===== src/hdl/lpt_pkg.sv =====
`timescale 1ns / 1ps

package lpt_pkg;

	localparam int TIME_W  = 48;
	localparam int RATIO_W = 16;
	localparam int AVG_W   = 18;
	localparam int REG_W   = 20;
	localparam int IDX_W   = 2;

	// reset values of the configuration registers
	localparam logic [REG_W-1:0] STALL_GAP_RST     = 20'd1000;
	localparam logic [REG_W-1:0] RECOVERY_HOLD_RST = 20'd5000;
	localparam logic [REG_W-1:0] MIN_DWELL_RST     = 20'd2000;

	// entry thresholds in Q2.16 (Q2.14 values scaled by 4)
	localparam logic [AVG_W-1:0] MEM_CRIT = 18'(4 * 15565);
	localparam logic [AVG_W-1:0] MEM_HIGH = 18'(4 * 14746);
	localparam logic [AVG_W-1:0] MEM_ELEV = 18'(4 * 13107);
	localparam logic [AVG_W-1:0] REN_CRIT = 18'(4 * 15565);
	localparam logic [AVG_W-1:0] REN_HIGH = 18'(4 * 13107);
	localparam logic [AVG_W-1:0] REN_ELEV = 18'(4 * 10650);

	// lag thresholds stay in Q2.14
	localparam logic [RATIO_W-1:0] LAG_CRIT = 16'd819;
	localparam logic [RATIO_W-1:0] LAG_HIGH = 16'd328;

	typedef enum logic [1:0] {
		LVL_NORMAL   = 2'd0,
		LVL_ELEVATED = 2'd1,
		LVL_HIGH     = 2'd2,
		LVL_CRITICAL = 2'd3
	} level_t;

	typedef enum logic [IDX_W-1:0] {
		CFG_STALL_GAP     = 2'd0,
		CFG_RECOVERY_HOLD = 2'd1,
		CFG_MIN_DWELL     = 2'd2
	} cfg_reg_t;

	typedef struct packed {
		logic [TIME_W-1:0]  time_ms;
		logic               memory_ok;
		logic [RATIO_W-1:0] mem_frac;
		logic               render_ok;
		logic [RATIO_W-1:0] ren_frac;
		logic               lag_ok;
		logic [RATIO_W-1:0] lag_frac;
	} sample_t;

	typedef struct packed {
		logic [REG_W-1:0] stall_gap_ms;
		logic [REG_W-1:0] recovery_hold_ms;
		logic [REG_W-1:0] min_dwell_ms;
	} cfg_regs_t;

	// exit thresholds for the memory average, Q2.16
	function automatic logic [AVG_W-1:0] mem_exit(input level_t lvl);
		logic [AVG_W-1:0] v;
		unique case (lvl)
			LVL_NORMAL:   v = '0;
			LVL_ELEVATED: v = 18'(4 * 12288);
			LVL_HIGH:     v = 18'(4 * 13926);
			LVL_CRITICAL: v = 18'(4 * 14746);
		endcase
		return v;
	endfunction

	// exit thresholds for the render average, Q2.16
	function automatic logic [AVG_W-1:0] ren_exit(input level_t lvl);
		logic [AVG_W-1:0] v;
		unique case (lvl)
			LVL_NORMAL:   v = '0;
			LVL_ELEVATED: v = 18'(4 * 9011);
			LVL_HIGH:     v = 18'(4 * 11469);
			LVL_CRITICAL: v = 18'(4 * 13926);
		endcase
		return v;
	endfunction

endpackage


===== src/hdl/lpt_avg.sv =====
`timescale 1ns / 1ps

module lpt_avg (
	input  logic                   ok,
	input  logic                   primed,
	input  logic [lpt_pkg::AVG_W-1:0]   avg,
	input  logic [lpt_pkg::RATIO_W-1:0] ratio,
	output logic [lpt_pkg::AVG_W-1:0]   avg_next
);
	import lpt_pkg::*;

	logic [AVG_W-1:0] x;
	logic [AVG_W+1:0] sum;

	// ratio to Q2.16, then 3/4 old plus 1/4 new
	assign x   = {ratio, 2'b00};
	assign sum = {1'b0, avg, 1'b0} + {2'b00, avg} + {2'b00, x};

	always_comb begin
		if (!ok) begin
			avg_next = '0;
		end else if (!primed) begin
			avg_next = x;
		end else begin
			avg_next = sum[AVG_W+1:2];
		end
	end

endmodule


===== src/hdl/lpt_core.sv =====
`timescale 1ns / 1ps

module lpt_core (
	input  logic               clk,
	input  logic               arst_n,
	input  logic               step,
	input  lpt_pkg::sample_t   sample,
	input  lpt_pkg::cfg_regs_t cfg,
	output lpt_pkg::level_t    level_next
);
	import lpt_pkg::*;

	logic [AVG_W-1:0]  memory_avg_q, render_avg_q;
	logic              primed_q, in_recovery_q;
	level_t            level_q;
	logic [TIME_W-1:0] last_time_q, change_time_q, recovery_start_q;

	logic [AVG_W-1:0]  mem_avg_d, ren_avg_d;
	logic              primed_d, in_recovery_d;
	level_t            level_d;
	logic [TIME_W-1:0] last_time_d, change_time_d, recovery_start_d;

	logic [TIME_W:0]   gap_diff, hold_diff, dwell_diff;
	logic              gap_cancel, held, dwelt, exit_clear, rec_live;
	logic [RATIO_W-1:0] lag;
	level_t            target;
	logic [AVG_W-1:0]  mem_new, ren_new;

	// running averages
	lpt_avg u_mem_avg (
		.ok       (sample.memory_ok),
		.primed   (primed_q),
		.avg      (memory_avg_q),
		.ratio    (sample.mem_frac),
		.avg_next (mem_new)
	);

	lpt_avg u_ren_avg (
		.ok       (sample.render_ok),
		.primed   (primed_q),
		.avg      (render_avg_q),
		.ratio    (sample.ren_frac),
		.avg_next (ren_new)
	);

	// time differences, top bit is the borrow
	assign gap_diff   = {1'b0, sample.time_ms} - {1'b0, last_time_q};
	assign hold_diff  = {1'b0, sample.time_ms} - {1'b0, recovery_start_q};
	assign dwell_diff = {1'b0, sample.time_ms} - {1'b0, change_time_q};

	assign gap_cancel = primed_q && (gap_diff[TIME_W] ||
		(gap_diff[TIME_W-1:0] > {{(TIME_W-REG_W){1'b0}}, cfg.stall_gap_ms}));
	assign held  = !hold_diff[TIME_W] &&
		(hold_diff[TIME_W-1:0] >= {{(TIME_W-REG_W){1'b0}}, cfg.recovery_hold_ms});
	assign dwelt = !dwell_diff[TIME_W] &&
		(dwell_diff[TIME_W-1:0] >= {{(TIME_W-REG_W){1'b0}}, cfg.min_dwell_ms});
	assign rec_live = in_recovery_q && !gap_cancel;

	// lag counts only with a valid render ratio
	assign lag = (sample.render_ok && sample.lag_ok) ? sample.lag_frac : '0;

	// level called for by the entry thresholds
	always_comb begin
		priority if (mem_new >= MEM_CRIT || ren_new >= REN_CRIT || lag >= LAG_CRIT) begin
			target = LVL_CRITICAL;
		end else if (mem_new >= MEM_HIGH || ren_new >= REN_HIGH || lag >= LAG_HIGH) begin
			target = LVL_HIGH;
		end else if (mem_new >= MEM_ELEV || ren_new >= REN_ELEV || lag != '0) begin
			target = LVL_ELEVATED;
		end else begin
			target = LVL_NORMAL;
		end
	end

	assign exit_clear = (mem_new < mem_exit(level_q)) && (ren_new < ren_exit(level_q)) &&
		(lag == '0);

	// next state
	always_comb begin
		mem_avg_d        = mem_new;
		ren_avg_d        = ren_new;
		primed_d         = 1'b1;
		last_time_d      = sample.time_ms;
		level_d          = level_q;
		change_time_d    = change_time_q;
		recovery_start_d = recovery_start_q;
		in_recovery_d    = 1'b0;
		if (!sample.memory_ok && !sample.render_ok) begin
			mem_avg_d        = '0;
			ren_avg_d        = '0;
			primed_d         = 1'b0;
			last_time_d      = '0;
			level_d          = LVL_NORMAL;
			change_time_d    = '0;
			recovery_start_d = '0;
		end else if (target > level_q) begin
			level_d       = target;
			change_time_d = sample.time_ms;
		end else if (target < level_q) begin
			if (exit_clear) begin
				if (!rec_live) begin
					in_recovery_d    = 1'b1;
					recovery_start_d = sample.time_ms;
				end else if (held && dwelt) begin
					level_d       = level_t'(level_q - 2'd1);
					change_time_d = sample.time_ms;
				end else begin
					in_recovery_d = 1'b1;
				end
			end
		end
	end

	// control state
	always_ff @(posedge clk or negedge arst_n) begin
		if (!arst_n) begin
			memory_avg_q     <= '0;
			render_avg_q     <= '0;
			primed_q         <= 1'b0;
			level_q          <= LVL_NORMAL;
			in_recovery_q    <= 1'b0;
			last_time_q      <= '0;
			change_time_q    <= '0;
			recovery_start_q <= '0;
		end else if (step) begin
			memory_avg_q     <= mem_avg_d;
			render_avg_q     <= ren_avg_d;
			primed_q         <= primed_d;
			level_q          <= level_d;
			in_recovery_q    <= in_recovery_d;
			last_time_q      <= last_time_d;
			change_time_q    <= change_time_d;
			recovery_start_q <= recovery_start_d;
		end
	end

	assign level_next = level_d;

endmodule


===== src/hdl/load_pressure_level_tracker_unit.sv =====
`timescale 1ns / 1ps

// Load pressure level tracker.
// s_axis carries one sample word a cycle while ready: tdata holds time_ms and
// the memory, render and lag ratios; tuser holds the three valid flags.
// m_axis returns one word per sample with the pressure level (0 normal up to
// 3 critical) in tdata bits [1:0].
// cfg_valid/cfg_ready write stall_gap_ms (index 0), recovery_hold_ms (1) and
// min_dwell_ms (2); other indexes are ignored. Write only while idle.
// A sample accepted into the input register has its result registered in the
// result register once that register is free. Throughput is one sample per
// cycle while m_axis_tready is high, as the averages and level state update
// combinationally between the input and result registers.
// Reset clears averages, level, timestamps, empties both pipeline registers
// and loads the register defaults 1000, 5000 and 2000 ms.
// When m_axis_tready is low the result word holds, one more sample waits in
// the input register, and s_axis_tready drops until the result is taken.
module load_pressure_level_tracker_unit (
	input  logic        clk,
	input  logic        arst_n,
	input  logic        s_axis_tvalid,
	output logic        s_axis_tready,
	// time_ms[47:0], mem_frac[63:48], ren_frac[79:64], lag_frac[95:80]
	input  logic [95:0] s_axis_tdata,
	// memory_ok[0], render_ok[1], lag_ok[2]
	input  logic [2:0]  s_axis_tuser,
	output logic        m_axis_tvalid,
	input  logic        m_axis_tready,
	// pressure_level[1:0], zero fill above
	output logic [7:0]  m_axis_tdata,
	input  logic        cfg_valid,
	output logic        cfg_ready,
	input  logic [1:0]  cfg_index,
	input  logic [19:0] cfg_data
);
	import lpt_pkg::*;

	cfg_regs_t cfg_q;
	sample_t   sample_s1;
	logic      valid_s1;
	logic      advance;
	logic      out_valid_q;
	level_t    out_level_q;
	level_t    level_next;

	// configuration registers
	assign cfg_ready = 1'b1;

	always_ff @(posedge clk or negedge arst_n) begin
		if (!arst_n) begin
			cfg_q.stall_gap_ms     <= STALL_GAP_RST;
			cfg_q.recovery_hold_ms <= RECOVERY_HOLD_RST;
			cfg_q.min_dwell_ms     <= MIN_DWELL_RST;
		end else if (cfg_valid) begin
			unique case (cfg_reg_t'(cfg_index))
				CFG_STALL_GAP:     cfg_q.stall_gap_ms     <= cfg_data;
				CFG_RECOVERY_HOLD: cfg_q.recovery_hold_ms <= cfg_data;
				CFG_MIN_DWELL:     cfg_q.min_dwell_ms     <= cfg_data;
				default: ;
			endcase
		end
	end

	// handshake: sample moves to the result register when it is free
	assign advance       = valid_s1 && (!out_valid_q || m_axis_tready);
	assign s_axis_tready = !valid_s1 || advance;

	// input register
	always_ff @(posedge clk or negedge arst_n) begin
		if (!arst_n) begin
			valid_s1 <= 1'b0;
		end else if (s_axis_tready) begin
			valid_s1 <= s_axis_tvalid;
		end
	end

	always_ff @(posedge clk) begin
		if (s_axis_tready && s_axis_tvalid) begin
			sample_s1.time_ms   <= s_axis_tdata[47:0];
			sample_s1.mem_frac  <= s_axis_tdata[63:48];
			sample_s1.ren_frac  <= s_axis_tdata[79:64];
			sample_s1.lag_frac  <= s_axis_tdata[95:80];
			sample_s1.memory_ok <= s_axis_tuser[0];
			sample_s1.render_ok <= s_axis_tuser[1];
			sample_s1.lag_ok    <= s_axis_tuser[2];
		end
	end

	// averages and level state
	lpt_core u_core (
		.clk        (clk),
		.arst_n     (arst_n),
		.step       (advance),
		.sample     (sample_s1),
		.cfg        (cfg_q),
		.level_next (level_next)
	);

	// result register
	always_ff @(posedge clk or negedge arst_n) begin
		if (!arst_n) begin
			out_valid_q <= 1'b0;
			out_level_q <= LVL_NORMAL;
		end else if (advance) begin
			out_valid_q <= 1'b1;
			out_level_q <= level_next;
		end else if (m_axis_tready) begin
			out_valid_q <= 1'b0;
		end
	end

	assign m_axis_tvalid = out_valid_q;
	assign m_axis_tdata  = {6'd0, out_level_q};

endmodule


===== config.mk =====
export PLATFORM = sky130hd
export DESIGN_NAME = load_pressure_level_tracker_unit
export DESIGN_NICKNAME = d
export VERILOG_FILES = /design/src/hdl/lpt_pkg.sv /design/src/hdl/lpt_avg.sv /design/src/hdl/lpt_core.sv /design/src/hdl/load_pressure_level_tracker_unit.sv
export SDC_FILE = /design/constraint.sdc
export NUM_CORES = 1
export LEC_CHECK = 0
export BUFFER_PORTS_ARGS = -buffer_cell sky130_fd_sc_hd__buf_4
export CAP_MARGIN = 20
export CORE_ASPECT_RATIO = 1.4
export CORE_UTILIZATION = 45
export CTS_CLUSTER_SIZE = 28
export DETAILED_ROUTE_END_ITERATION = 8
export GPL_TIMING_DRIVEN = 0
export PLACE_DENSITY_LB_ADDON = 0.2
export REMOVE_ABC_BUFFERS = 1
export SLEW_MARGIN = 20
export SYNTH_ARGS = -nofsm -noshare
export SYNTH_HDL_FRONTEND = slang
export SYNTH_SLANG_ARGS = --single-unit

===== constraint.sdc =====
create_clock -name clk -period 7.39 [get_ports clk]
set_input_delay 0.3695 -clock clk [delete_from_list [all_inputs] [get_ports clk]]
set_output_delay 0.3695 -clock clk [all_outputs]
set_load 0.03 [all_outputs]

==> out/metrics.cfg, run 1 <==
[run_status]
status = finished, final reports clean

[place]
dpl-instance-area_um2 = 28600
gp_congestion = 0.921
dp_hpwl_mm = 64.2
port_buffers = 129
place_ws_ps = -420

[clock_network]
numCtsBuffers = 41
cts_tree = built
cts_buffer_depth = 3
cts_sinks = 345
h-tree-depth = 2
root_buffer = clkbuf_16
clk_latency_ps = 580
cts.clk_slew.worst_paths_ps = 60

[job]
maxCapViolCount = 0

[sta]
drv_slew = 0
slew_headroom_pct = 15.8
fin_ws_ps = 305
clock.fmax_mhz = 141
min_period_over_period_pct = 95.9
finalSetupViolations = 0
whs_ps = 29.2
tightest_slew_ps = 1230
hold_viol_final = 0
fin_tns_setup_ps = 0
rsz0062_at_grt = no
fin_skew_ps = 17.2
min_period_ps = 7090

[routing]
wl_met1_mm = 35.1
first_pass_iters = 7
wl_mm = 83.2
viasPerCell = 5.95
drc = 0
wl_per_cell_um = 21.0
drtIter0Drc = 1531
route.vias.total = 23600
wl_met2_mm = 41.1
wl_met3_mm = 2.91
final_antenna_net_count = 0
top_layer_used = met4

[layout]
antenna_cells = 0
fin_area_um2 = 31200
fill_cells = 5431
fin_nets = 3617
syn_to_final_growth_pct = 16.0
drive_above_1_share_pct = 10.3
regArea_um2 = 9150
multi_input_area_um2 = 16100

[synth]
syn_inst = 3024
ys_ff_latch = 345
synth_area_um2 = 26900
synthFlopType = dfrtp_1
syn_area_per_cell_um2 = 8.89
yosys_warnings = 0
yosysSeqAreaShare_pct = 34.1
async_reset_ff_share_pct = 71.3
synth_edf_count = 99
ys_types = 89

[global_route]
grt_max_degree = 79
antenna_found_initial = 0
grt_overflow = 0
grt_pass1_wl_mm = 130
grt_use_total_pct = 27.2
grt_pass1_vias = 23600

[die]
dieArea_um2 = 60700
initial_core_util_pct = 45.7
die_y_um = 291
die_w_um = 209
num_rows = 105
core_um2 = 58900
ios = 137

[worst_setup_path]
crit_fanout = 22
critPathRequiredTime_ps = 7900
critPathArrivalTime_ps = 7590
cp-start-kind = register
critPathCaptureType = register
crit_type = reg -> reg

[pwr]
power_switching_uw = 5290
pwr-share-clk_pct = 18.7
pwr-share-comb_pct = 58.3
power_frac_seq_pct = 23.0
cellPowerDensity_nw_per_um2 = 381
ir_worst_vdd_mv = 0.205
p_total_uw = 11900
p_int_uw = 6570
p_sw_share_pct = 44.6
p_leak_uw = 0.0135

[worst_hold_path]
hp-class = in -> reg

-- metal layers --
layer  track usage, %  vias to the layer above
met5                0                        -
met3             3.14                      171
li1                 -                    11400
met4             12.3                        0
met1             33.1                    11500
met2             48.0                      561
-- power groups by stage --
stage,sequential (µW),clock (µW),combinational (µW)
3_3_place_gp,2770,0,6480
2_1_floorplan,2670,0,4990
6_report,2730,2220,6920
3_5_place_dp,2760,0,6690
5_1_grt,2780,2340,7760
4_1_cts,2730,2270,6810
-- cell usage after synthesis, types with 48 or more instances --
cell type | number | area, µm²
nand3_1 | 56 | 280
inv_1 | 293 | 1100
nand4_1 | 79 | 494
a22o_1 | 100 | 876
xnor2_1 | 62 | 543
o21a_1 | 51 | 383
a21oi_1 | 233 | 1170
o21ai_0 | 232 | 1160
edfxtp_1 | 99 | 2970
a21o_1 | 53 | 398
clkbuf_1 | 110 | 413
xor2_1 | 48 | 420
nand2_1 | 296 | 1110
ha_1 | 268 | 3350
nor2_1 | 146 | 548
dfrtp_1 | 229 | 5730
-- registers in the layout, indices dropped and copies added (netlist names), 2 cells and up --
signal / flops
u_core.recovery_start_q: 48
u_core.memory_avg_q: 18
u_core.change_time_q: 48
cfg_q: 60
sample_s1: 99
u_core.level_q: 2
u_core.render_avg_q: 18
u_core.last_time_q: 48
-- repair_timing --
action | in CTS | in global routing
hold buffers | 101 | 0
endpoints found under the hold margin | 130 | 0
cloned | 0 | 1
resized for setup | 3 | 7
endpoints found under the setup margin | 50 | 80
buffers inserted | 1 | 4
pin swaps | 1 | 3
-- final timing paths --
check | start | end | slack [ps] | cells past startpoint
worst max-delay path | sample_s1[51]$_DFFE_PP_ | u_core.change_time_q[36]$_DFFE_PN0P_ | 300 | 24
worst min-delay path | cfg_data[1] | cfg_q[41]$_DFFE_PN0P_ | 30 | 3
worst max register to register | sample_s1[51]$_DFFE_PP_ | u_core.change_time_q[36]$_DFFE_PN0P_ | 300 | 24
worst min register to register | u_core.memory_avg_q[0]$_DFFE_PN0P_ | u_core.memory_avg_q[0]$_DFFE_PN0P_ | 470 | 2
max in group asynchronous | arst_n | u_core.recovery_start_q[32]$_DFFE_PN0P_ | 6010 | 4
min in group asynchronous | arst_n | u_core.render_avg_q[16]$_DFFE_PN0P_ | 230 | 2
-- worst max-delay path: stages (launching register included) --
cell and delay (ps):
edfxtp_1 490, inv_1 180, ha_1 190, inv_1 50, fa_1 430, a211oi_1 410
nor4_1 150, a211oi_2 590, o21ai_0 370, xor2_1 220, ha_1 320, nor2b_1 130
o21ai_0 360, o311ai_0 210, a2111oi_0 470, o2111ai_1 210, nor4_1 250, and4_1 230
nand4_1 140, o21ai_1 530, o41ai_4 140, o21ai_4 360, buf_16 200, buf_16 170
a22o_1 160
-- stage by stage --
step                std cells  util (%)
floorplan                2890         -
global placement         3768      47.9
detailed placement       3783      48.6
CTS                      3961      52.8
global route             3968      52.9
finish                   3968      52.9
-- cells by family after synthesis --
| group | after synthesis | synth area share [%] |
|---|---|---|
| muxes | 56 | 2.30 |
| other | 2 | 0.0280 |
| DFF | 345 | 34.1 |
| xor gates and xnor gates | 110 | 3.59 |
| buffers and inverters | 432 | 6.27 |
| and+or+nand+nor | 806 | 14.6 |
| adders and majority gates | 306 | 15.3 |
| AOI/OAI and AO/OA | 967 | 23.9 |
-- layout by cell type (no fill, tap or decap), types with 11 or more instances in the layout --
| master | netlist | routed |
|---|---|---|
| nand2_1 | 296 | 295 |
| nor4_1 | 21 | 20 |
| a21boi_0 | 16 | 16 |
| and4_1 | 11 | 11 |
| dlygate4sd3_1 | 0 | 101 |
| nand3_1 | 56 | 56 |
| o221ai_1 | 13 | 13 |
| and3_1 | 23 | 22 |
| nor3_1 | 42 | 42 |
| a211o_1 | 12 | 12 |
| a31oi_1 | 30 | 29 |
| nand4_1 | 79 | 79 |
| a22o_1 | 100 | 100 |
| a21oi_1 | 233 | 233 |
| xor2_1 | 48 | 48 |
| inv_1 | 293 | 293 |
| o211ai_1 | 40 | 40 |
| fa_1 | 37 | 37 |
| nor2_1 | 146 | 145 |
| o21ai_0 | 232 | 231 |
| ha_1 | 268 | 268 |
| a221oi_1 | 12 | 12 |
| a2111oi_0 | 14 | 11 |
| clkbuf_16 | 0 | 43 |
| edfxtp_1 | 99 | 99 |
| xnor2_1 | 62 | 62 |
| o21bai_1 | 18 | 18 |
| a211oi_1 | 29 | 28 |
| and2_1 | 22 | 19 |
| or3_1 | 14 | 14 |
| a21o_1 | 53 | 53 |
| nand2b_1 | 27 | 26 |
| mux2_2 | 46 | 46 |
| o21a_1 | 51 | 51 |
| buf_4 | 8 | 135 |
| dfrtp_1 | 229 | 228 |
| dfstp_2 | 17 | 17 |
| nor2b_1 | 26 | 26 |
-- area by class of cell --
type / instances / area share [%]
Sequential cell: 345 / 29.4
Timing Repair Buffer: 252 / 7.62
Clock buffer: 53 / 3.73
Multi-Input combinational cell: 2253 / 51.8
Clock inverter: 23 / 0.928
Tap cell: 749 / 3.01
Inverter: 293 / 3.53
Power figures use the tool's default switching activity.
==> inputs of run 2 (changes only) <==
HOLD_SLACK_MARGIN = 0.03   (was not set)
clock period = 6.6 ns   (was 7.39 ns; I/O delays follow)
==> out/metrics.cfg, run 2 (synthesized netlist as in run 1, its figures left out) <==
[worst_hold_path]
hp-class = in -> reg
min-delay-start = cfg_data[19]
whs_path_depth = 3  ; unchanged
min_to = cfg_q[59]$_DFFE_PN0P_

[global_route]
grt_pass1_vias = 23800  ; +0.99%
grt_use_total_pct = 27.6  ; +0.38 points
grt_max_degree = 79  ; unchanged
grt_overflow = 0  ; unchanged
grt_pass1_wl_mm = 132  ; +1.1%
antenna_found_initial = 0  ; unchanged

[pwr]
ir_worst_vdd_mv = 0.230  ; +12%
p_leak_uw = 0.0137  ; +1.5%
cellPowerDensity_nw_per_um2 = 424  ; +11%
p_total_uw = 13400  ; +13%

[layout]
fin_nets = 3658  ; +1.1%
syn_to_final_growth_pct = 17.9
largest_register_ffs = 99  ; unchanged
drive_above_1_share_pct = 11.5  ; +1.3 points
final_common_cell = nand2_1
top_register = sample_s1
final_cell_mix = nand2_1, inv_1, ha_1
reg_top3 = sample_s1 x99, cfg_q x60
antenna_cells = 0  ; unchanged

[clock_network]
cts.clk_slew.worst_paths_ps = 60  ; about the same
cts_tree = built
numCtsBuffers = 41  ; unchanged
root_buffer = clkbuf_16
h-tree-depth = 2  ; unchanged
cts_sinks = 345  ; unchanged
cts_buffer_depth = 3  ; unchanged
clk_latency_ps = 580  ; about the same

[place]
dp_hpwl_mm = 64.2  ; unchanged
port_buffers = 129  ; unchanged
gp_congestion = 0.921  ; unchanged

[routing]
viasPerCell = 5.96  ; about the same
drtIter0Drc = 1517  ; -0.91%
first_pass_iters = 5  ; -2
final_antenna_net_count = 0  ; unchanged
route.vias.total = 23900  ; +1.1%
drc = 0  ; unchanged
wl_per_cell_um = 21.0  ; +0.28%
wl_mm = 84.3  ; +1.3%

[run_status]
status = finished, final reports clean

[job]
maxCapViolCount = 0  ; unchanged

[sta]
min_period_ps = 6360  ; -723 ps
min_period_over_period_pct = 96.4  ; +0.53 points
whs_ps = 48.8  ; +19.6 ps
clock.fmax_mhz = 157  ; +11%
tightest_slew_ps = 1080  ; -150 ps
drv_slew = 0  ; unchanged
slew_headroom_pct = 26.1  ; +10 points
finalSetupViolations = 0  ; unchanged
hold_viol_final = 0  ; unchanged
fin_skew_ps = 16.7  ; -0.476 ps

[worst_setup_path]
critPathRequiredTime_ps = 7060  ; -840 ps
cp-start-kind = register
cp_slowest_stage_delay_ps = 560  ; -30 ps
cpLargestDelayFamily = compound AO/OA/AOI/OAI gates
slowest_stage = or4_1
reg2reg_from = sample_s1[51]$_DFFE_PP_
worstRegToRegCells = 26  ; +8.3%
rrSetupSlack_ps = 240  ; -70 ps
crit_type = reg -> reg
crit_buf_inv = 5  ; +1
critPathCaptureType = register
rr_endpoint = u_core.change_time_q[36]$_DFFE_PN0P_
critPathArrivalTime_ps = 6820  ; -770 ps
crit_fanout = 22  ; unchanged

[die]
core_um2 = 58900  ; unchanged
die_w_um = 209  ; unchanged
ios = 137  ; unchanged
dieArea_um2 = 60700  ; unchanged
initial_core_util_pct = 45.7  ; unchanged
die_y_um = 291  ; unchanged
num_rows = 105  ; unchanged

run 2: per-layer routing:
metal	up-vias	global-route usage, %	routed length, µm
met4	0	12.9	4140
met1	11700	33.4	35300
met3	170	3.12	3190
li1	11500	-	-
met5	-	0	0
met2	595	48.7	41700
run 2: through the flow:
step           setup slack [ps]  cell area, µm²  TNS [ps]  util [%]  instances
5_1_grt                   -29.8           31700      -355      53.8       4009
3_5_place_dp              -1210           28600    -74970      48.6       3783
6_report                    237           31700         0      53.8       4009
4_1_cts                   0.626           31400         0      53.3       3989
3_3_place_gp              -3720           28200   -260810      47.9       3768
2_1_floorplan               179           26300         0         -       2890
run 2: what timing repair did:
action | CTS | global route
gates cloned | 2 | 1
endpoints found under the setup margin | 99 | 98
resized for setup | 15 | 30
endpoints found under the hold margin | 236 | 0
buffers inserted | 8 | 17
hold buffers | 120 | 0
pin swaps | 9 | 18
run 2: power by group:
group          switching, µW  total, µW  internal [µW]
clock                   1000       2490           1490
sequential               363       3050           2690
combinational           4640       7900           3260
total                   6000      13400           7440
run 2: final cells by class:
class | instances | area, µm²
Clock buffer | 53 | 1160
Clock inverter | 23 | 289
Fill cell | 5381 | 27200
Timing Repair Buffer | 292 | 2740
Tap cell | 749 | 937
Multi-Input combinational cell | 2254 | 16300
Inverter | 293 | 1100
Sequential cell | 345 | 9150
run 2: worst max path at each step:
stage	cells past startpoint	slack, ps	endpoint	startpoint
after detailed placement	24	-1210	u_core.change_time_q[36]$_DFFE_PN0P_	sample_s1[51]$_DFFE_PP_
after floorplan	22	180	u_core.level_q[0]$_DFFE_PN0P_	sample_s1[51]$_DFFE_PP_
after global routing	25	-30	u_core.change_time_q[45]$_DFFE_PN0P_	sample_s1[58]$_DFFE_PP_
after CTS	26	0.6	u_core.change_time_q[36]$_DFFE_PN0P_	sample_s1[51]$_DFFE_PP_
final	26	240	u_core.change_time_q[36]$_DFFE_PN0P_	sample_s1[51]$_DFFE_PP_
after global placement	22	-3720	u_core.change_time_q[40]$_DFFE_PN0P_	sample_s1[51]$_DFFE_PP_
run 2: worst register-to-register path, cell delays in order, from the launching register on:
cell,delay [ps]
edfxtp_1,420
inv_2,80
ha_2,180
inv_1,60
fa_2,430
a2111oi_4,310
o31a_1,350
o21a_1,250
o21ai_1,130
xor2_1,180
ha_1,310
nand4_1,110
or4_1,560
nand2_2,100
or3_4,130
o21ai_1,110
nand4b_1,240
a2111oi_2,350
nand4_1,220
a2111oi_4,330
a31oi_2,120
buf_4,180
o41ai_4,320
o21ai_4,150
clkbuf_16,200
buf_16,160
a22o_1,250
